**config.mk**
```make
export PLATFORM = sky130hd
export DESIGN_NAME = tagged_zigzag_varint_encoder
export DESIGN_NICKNAME = d
export VERILOG_FILES = /design/src/hw/rtl/tzve_pkg.sv /design/src/hw/rtl/tagged_zigzag_varint_encoder.sv /design/src/hw/rtl/tzve_shifter.sv /design/src/hw/rtl/tzve_seq.sv
export SDC_FILE = /design/constraint.sdc
export NUM_CORES = 1
export LEC_CHECK = 0
export BUFFER_PORTS_ARGS = -buffer_cell sky130_fd_sc_hd__buf_2
export CORE_MARGIN = 3
export CORE_UTILIZATION = 35
export CTS_BUF_LIST = sky130_fd_sc_hd__clkbuf_4
export CTS_CLUSTER_DIAMETER = 40
export DETAILED_ROUTE_END_ITERATION = 10
export GPL_TIMING_DRIVEN = 1
export PLACE_DENSITY = 0.55
export SKIP_CTS_REPAIR_TIMING = 1
export SYNTH_ARGS = -nofsm -noshare
export SYNTH_HDL_FRONTEND = slang
export SYNTH_HIERARCHICAL = 1
export SYNTH_SLANG_ARGS = --single-unit
export TNS_END_PERCENT = 50
```
**constraint.sdc**
```tcl
create_clock -name i_clk -period 3.84 [get_ports i_clk]
set_input_delay 0.192 -clock i_clk [delete_from_list [all_inputs] [get_ports i_clk]]
set_output_delay 0.192 -clock i_clk [all_outputs]
set_load 0.05 [all_outputs]
```
**src/hw/rtl/tzve_pkg.sv**
```systemverilog
// Shared types and constants for the tagged zigzag varint encoder.
// Holds the beat structs, format codes, sequencer states and shift-unit control.
// No dependencies.
`timescale 1ns / 1ps

package tzve_pkg;

    localparam int unsigned ValW   = 64;
    localparam int unsigned ByteW  = 8;
    localparam int unsigned DigitW = 7;
    localparam int unsigned CntW   = 4;

    // Format codes carried in the cmd field.
    localparam logic [2:0] CMD_I32  = 3'd0;
    localparam logic [2:0] CMD_I64  = 3'd1;
    localparam logic [2:0] CMD_LEN  = 3'd2;
    localparam logic [2:0] CMD_F32  = 3'd3;
    localparam logic [2:0] CMD_F64  = 3'd4;
    localparam logic [2:0] CMD_BYTE = 3'd5;

    localparam logic [CntW-1:0] F32_BYTES  = 4'd4;
    localparam logic [CntW-1:0] F64_BYTES  = 4'd8;
    localparam logic [CntW-1:0] BYTE_BYTES = 4'd1;

    typedef struct packed {
        logic [2:0]       cmd;
        logic [ValW-1:0]  value;
        logic             with_tag;
        logic [ByteW-1:0] tag_byte;
    } t_in_beat;

    typedef struct packed {
        logic [ByteW-1:0] out_byte;
        logic             last;
        logic [CntW-1:0]  byte_total;
    } t_out_beat;

    typedef enum logic [1:0] {
        ST_IDLE,
        ST_TAG,
        ST_BODY
    } t_state;

    // Commands from the sequencer to the shift unit.
    typedef struct packed {
        logic load;
        logic step;
    } t_sh_ctl;

    // Current byte offered by the shift unit.
    typedef struct packed {
        logic [ByteW-1:0] cur_byte;
        logic             fin;
    } t_sh_sts;

endpackage

```
**src/hw/rtl/tagged_zigzag_varint_encoder.sv**
```systemverilog
// Channel   Ports                       Beat type   Contents
// input     i_valid / o_ready / i_data  t_in_beat   cmd, value, with_tag, tag_byte
// output    o_valid / i_ready / o_data  t_out_beat  out_byte, last, byte_total
//
// An item is loaded first and then emits 1 to 11 bytes, the optional tag included;
// while the output is not stalled, the shift unit produces one byte per cycle.
// Items with an unused format are taken and produce nothing.
// Reset is synchronous and active low; it idles the sequencer and empties the output.
// A stalled output holds the sequencer; a new item is taken while the final byte waits.
// Depends on tzve_pkg, tzve_shifter and tzve_seq.
`timescale 1ns / 1ps

module tagged_zigzag_varint_encoder (
    input  logic                  i_clk,
    input  logic                  i_rst_n,
    input  logic                  i_valid,
    output logic                  o_ready,
    input  tzve_pkg::t_in_beat    i_data,
    output logic                  o_valid,
    input  logic                  i_ready,
    output tzve_pkg::t_out_beat   o_data
);
    import tzve_pkg::*;

    t_sh_ctl sh_ctl;
    t_sh_sts sh_sts;

    tzve_seq u_seq (
        .i_clk    (i_clk),
        .i_rst_n  (i_rst_n),
        .i_valid  (i_valid),
        .o_ready  (o_ready),
        .i_data   (i_data),
        .o_valid  (o_valid),
        .i_ready  (i_ready),
        .o_data   (o_data),
        .o_sh_ctl (sh_ctl),
        .i_sh_sts (sh_sts)
    );

    tzve_shifter u_shifter (
        .i_clk   (i_clk),
        .i_rst_n (i_rst_n),
        .i_ctl   (sh_ctl),
        .i_cmd   (i_data.cmd),
        .i_value (i_data.value),
        .o_sts   (sh_sts)
    );

endmodule

```
**src/hw/rtl/tzve_shifter.sv**
```systemverilog
// Shared shift unit: holds the value being serialized and yields one byte per step.
// Varints shift right by seven bits, big-endian formats shift left by a byte.
// Depends on tzve_pkg.
`timescale 1ns / 1ps

module tzve_shifter (
    input  logic                  i_clk,
    input  logic                  i_rst_n,
    input  tzve_pkg::t_sh_ctl     i_ctl,
    input  logic [2:0]            i_cmd,
    input  logic [63:0]           i_value,
    output tzve_pkg::t_sh_sts     o_sts
);
    import tzve_pkg::*;

    logic [ValW-1:0] r_val, n_val;
    logic            r_varint, n_varint;
    logic [CntW-1:0] r_left, n_left;

    logic [31:0] zz32;
    logic [63:0] zz64;
    logic        more;

    // Zigzag maps sign into bit 0: (n << 1) ^ (n >> (w-1)).
    assign zz32 = {i_value[30:0], 1'b0} ^ {32{i_value[31]}};
    assign zz64 = {i_value[62:0], 1'b0} ^ {64{i_value[63]}};

    assign more = |r_val[ValW-1:DigitW];

    always_comb begin
        if (r_varint) begin
            o_sts.cur_byte = more ? {1'b1, r_val[DigitW-1:0]} : r_val[ByteW-1:0];
            o_sts.fin      = !more;
        end else begin
            o_sts.cur_byte = r_val[ValW-1 -: ByteW];
            o_sts.fin      = (r_left == BYTE_BYTES);
        end
    end

    always_comb begin
        n_val    = r_val;
        n_varint = r_varint;
        n_left   = r_left;
        if (i_ctl.load) begin
            case (i_cmd)
                CMD_I32: begin
                    n_val    = {32'd0, zz32};
                    n_varint = 1'b1;
                end
                CMD_I64: begin
                    n_val    = zz64;
                    n_varint = 1'b1;
                end
                CMD_LEN: begin
                    n_val    = {32'd0, i_value[31:0]};
                    n_varint = 1'b1;
                end
                CMD_F32: begin
                    n_val    = {i_value[31:0], 32'd0};
                    n_varint = 1'b0;
                    n_left   = F32_BYTES;
                end
                CMD_F64: begin
                    n_val    = i_value;
                    n_varint = 1'b0;
                    n_left   = F64_BYTES;
                end
                default: begin
                    n_val    = {i_value[7:0], 56'd0};
                    n_varint = 1'b0;
                    n_left   = BYTE_BYTES;
                end
            endcase
        end else if (i_ctl.step) begin
            if (r_varint) begin
                n_val = r_val >> DigitW;
            end else begin
                n_val  = r_val << ByteW;
                n_left = r_left - 4'd1;
            end
        end
    end

    always_ff @(posedge i_clk) begin
        r_val <= n_val;
        if (!i_rst_n) begin
            r_varint <= 1'b0;
            r_left   <= '0;
        end else begin
            r_varint <= n_varint;
            r_left   <= n_left;
        end
    end

endmodule

```
**src/hw/rtl/tzve_seq.sv**
```systemverilog
// Sequencer: accepts an item, emits the optional tag, then drives the shift unit
// one byte per cycle, unless the output stalls, into the output register. Depends on tzve_pkg.
`timescale 1ns / 1ps

module tzve_seq (
    input  logic                  i_clk,
    input  logic                  i_rst_n,
    input  logic                  i_valid,
    output logic                  o_ready,
    input  tzve_pkg::t_in_beat    i_data,
    output logic                  o_valid,
    input  logic                  i_ready,
    output tzve_pkg::t_out_beat   o_data,
    output tzve_pkg::t_sh_ctl     o_sh_ctl,
    input  tzve_pkg::t_sh_sts     i_sh_sts
);
    import tzve_pkg::*;

    t_state          r_state, n_state;
    logic [CntW-1:0] r_cnt, n_cnt;
    logic [ByteW-1:0] r_tag, n_tag;
    logic            r_ovalid, n_ovalid;
    t_out_beat       r_out, n_out;

    logic can_emit;
    logic known_cmd;

    assign can_emit  = !r_ovalid || i_ready;
    assign known_cmd = i_data.cmd inside {[CMD_I32:CMD_BYTE]};

    always_comb begin
        n_state   = r_state;
        n_cnt     = r_cnt;
        n_tag     = r_tag;
        n_out     = r_out;
        n_ovalid  = r_ovalid && !i_ready;
        o_ready   = 1'b0;
        o_sh_ctl  = '0;
        case (r_state)
            ST_IDLE: begin
                o_ready = 1'b1;
                // Unknown formats are taken and dropped without output.
                if (i_valid && known_cmd) begin
                    o_sh_ctl.load = 1'b1;
                    n_tag         = i_data.tag_byte;
                    n_cnt         = '0;
                    n_state       = i_data.with_tag ? ST_TAG : ST_BODY;
                end
            end
            ST_TAG: begin
                if (can_emit) begin
                    n_out    = '{out_byte: r_tag, last: 1'b0, byte_total: '0};
                    n_ovalid = 1'b1;
                    n_cnt    = 4'd1;
                    n_state  = ST_BODY;
                end
            end
            ST_BODY: begin
                if (can_emit) begin
                    o_sh_ctl.step    = 1'b1;
                    n_cnt            = r_cnt + 4'd1;
                    n_out.out_byte   = i_sh_sts.cur_byte;
                    n_out.last       = i_sh_sts.fin;
                    n_out.byte_total = i_sh_sts.fin ? (r_cnt + 4'd1) : '0;
                    n_ovalid         = 1'b1;
                    if (i_sh_sts.fin) begin
                        n_state = ST_IDLE;
                    end
                end
            end
            default: begin
                n_state = ST_IDLE;
            end
        endcase
    end

    always_ff @(posedge i_clk) begin
        r_tag <= n_tag;
        r_out <= n_out;
        if (!i_rst_n) begin
            r_state  <= ST_IDLE;
            r_cnt    <= '0;
            r_ovalid <= 1'b0;
        end else begin
            r_state  <= n_state;
            r_cnt    <= n_cnt;
            r_ovalid <= n_ovalid;
        end
    end

    assign o_valid = r_ovalid;
    assign o_data  = r_out;

endmodule

```
==> results_dict.tcl <==
set metrics [dict create \
    synth_nets 670 \
    critPathMaxFanout 38 \
    drv_slew 0 \
    synth_xor_area_share_pct 9.39 \
    synthDistinctLibCells 51 \
    yosys-top-cells-count "edfxtp_1 (85), mux2i_1 (56), nand2_1 (43), xor2_1 (42), nor2_1 (39)" \
    cp_slowest_stage_delay_ps 490 \
    ir_worst_vdd_uv 463 \
    htreeDepth 3 \
    synthSimpleGateAreaFrac_pct 10.1 \
    synth_top_family_by_area "compound AO/OA/AOI/OAI gates" \
    coreArea_um2 17400 \
    worst_pin_slew_ps 1140 \
    synth_area_um2 6250 \
    crit_slowest_cell "buf_4" \
    std_cell_rows 48 \
    slew_headroom_pct 23.9 \
    async_flop_share_pct 0 \
    period_share_pct 73.2 \
    synth-seq-cells 97 \
    die_area_um2 19500 \
    yosysMostFrequentCell "edfxtp_1" \
    r2r-end "u_shifter/r_val[2]" \
    hold_path_class "input pin to register" \
    antenna_found_initial 1 \
    place.gp.congestion 0.901 \
    drive_gt1_share_pct 21.9 \
    powerDensity_nw_per_um2 686 \
    grt_pass1_wl_mm 31.3 \
    drtPass1Iterations 7 \
    synth_top_cell_area_share_pct 40.8 \
    numCtsBuffers 9 \
    root_buffer "clkbuf_4" \
    rsz0062_at_grt "false" \
    reg2reg_slack_ps 1030 \
    synth-compound-area-share_pct 18.0 \
    synth_fa_ha_area_share_pct 1.40 \
    layout.nets 745 \
    grt_use_total_pct 20.8 \
    cp-end-kind "register" \
    synth_cells 583 \
    syn_to_final_growth_pct 14.4 \
    antenna_left 0 \
    seq_area_frac_synth_pct 44.7 \
    die_h_um 140 \
    crit_family "simple AND/OR/NAND/NOR gates" \
    ios 95 \
    synthMuxAreaShare_pct 12.0 \
    drcViolationCount 0 \
    routedWlPerCell_um 23.4 \
    synth-edff-count 85 \
    syn_avg_cell_area_um2 10.7 \
    cp.arrival_ps 3070 \
    grt_pass1_vias 5078 \
    cts_buffer_depth 2 \
    path_depth 8 \
    hpwlAfterDp_mm 15.1 \
    wirelength_mm 20.8 \
    start_util_pct 35.9 \
    hold_path_depth 3 \
    outcome "completed" \
    cpMostUsedCell "inv_1" \
    r2r-start "u_seq/r_state[0]" \
    cp-start-kind "register" \
    finalSetupTns_ps 0 \
    final.min_clock_period_ps 2810 \
    finalHoldViolations 0 \
    final.fill_count 1703 \
    crit_path_start "u_seq/r_state[0]" \
    utilization_pct 41.1 \
    grt_max_degree 56 \
    skew_ps 23.1 \
    cp_cell_sequence "inv_1 > ha_1 > inv_1 > nor2_4 > buf_4 > nor2b_1 > a22oi_1 > o21ai_0" \
    synth.largest_area_cell "edfxtp_1" \
    ys.flop_type "edfxtp_1" \
    viasPerCell 6.03 \
    fmax_mhz 356 \
    path_buf_inv 3 \
    grt_overflow 0 \
    cap_violations 0 \
    drt_iter0_drc 699 \
    crit_path_end "u_shifter/r_val[2]" \
    rr_worst_depth 8 \
    port_buffers 94 \
    yosysWarnings 6 \
    power_leakage_nw 2.46 \
    yosys-top-cells-area "edfxtp_1 (41%), mux2i_1 (9.0%), xor2_1 (5.9%), dfxtp_1 (3.8%), o221ai_1 (3.6%)" \
    path_clk_slew_ps 170 \
    cts_tree "built" \
    path_class "register to register" \
    cts.sinks 97 \
    total_power_mw 4.91 \
    cp.required_ps 4100 \
    vias 5365 \
    setup_viol 0 \
    die_w_um 140 \
    clk_latency_ps 500 \
]
[per-stage QoR]
stage          std cells  hold slack [ps]  setup slack [ps]  area, um^2
4_1_cts              879             -163              1020        7060
2_1_floorplan        583              291               327        6250
3_5_place_dp         863              371              1050        6880
3_3_place_gp         863              377              1160        6880
5_1_grt              889             36.5               792        7150
6_report             889             42.5              1030        7150
[layout make-up]
cell class	instances	area, um^2	area share (%)
Clock inverter	7	116	1.63
Multi-Input combinational cell	425	3210	44.8
Clock buffer	9	67.6	0.945
Antenna cell	1	2.50	0.0350
Timing Repair Buffer	114	643	8.99
Sequential cell	97	2790	39.1
Inverter	11	41.3	0.577
Tap cell	225	282	3.94
[metal layers]
metal,share of wire (%),vias up,global-route usage [%]
met4,3.2,0,8.11
li1,-,2411,-
met3,8.1,42,3.92
met2,44,301,31.3
met5,0,-,0
met1,44,2611,29.6
[sequential cells by signal (all words and copies together) (netlist names)]
name and cells:
u_shifter/r_val 64, u_seq/o_data 13, u_seq/r_tag 8, u_seq/r_cnt 4, u_shifter/r_left 4, u_seq/r_state 2
u_seq/o_valid 1, u_shifter/r_varint 1
[worst min-delay path by stage]
stage / to / from
floorplan: u_seq/r_tag[0] / i_data[0]
global placement: u_seq/r_tag[6] / i_data[6]
detailed placement: u_seq/r_tag[4] / i_data[4]
CTS: u_seq/r_tag[4] / i_data[4]
global route: u_shifter/r_val[18] / i_data[27]
finish: u_shifter/r_val[18] / i_data[27]
[report_power, final]
group / switching [mW] / internal (mW)
logic: 1.21 / 0.694
clock network: 0.384 / 0.331
registers: 0.447 / 1.84
total: 2.04 / 2.86
[cells by family (layout without fill, tap and decap cells)]
| logic type | Yosys count | in the layout |
|---|---|---|
| AOI/OAI and AO/OA | 146 | 146 |
| and+or+nand+nor | 132 | 132 |
| DFF | 97 | 97 |
| muxes | 73 | 73 |
| xor gates and xnor gates | 67 | 67 |
| buffers and inverters | 61 | 141 |
| adders and majority gates | 7 | 7 |
| other | 0 | 1 |
[layout by cell type, fill, tap and decap left out, drive strengths merged, types with 3 or more instances in the layout]
master and count:
dlygate4sd3 9, edfxtp 85, o21ai 18, a21oi 3, a221oi 21, mux2 17
o221ai 26, nor2b 10, a32o 7, and2 3, dfxtp 12, a22oi 11
o21a 3, xor2 42, nand4 4, xnor2 25, clkbuf 9, nor2 39
nand3 5, a221o 7, nand2 43, mux2i 56, ha 7, o211ai 3
bufinv 3, o22ai 30, inv 13, a22o 7, buf 105, nor4 13
[worst min-delay path, stage by stage]
cell	delay (ps)
buf_2	120
nand2_1	60
o221ai_1	60
No activity file was read; power rests on OpenSTA's default activity.
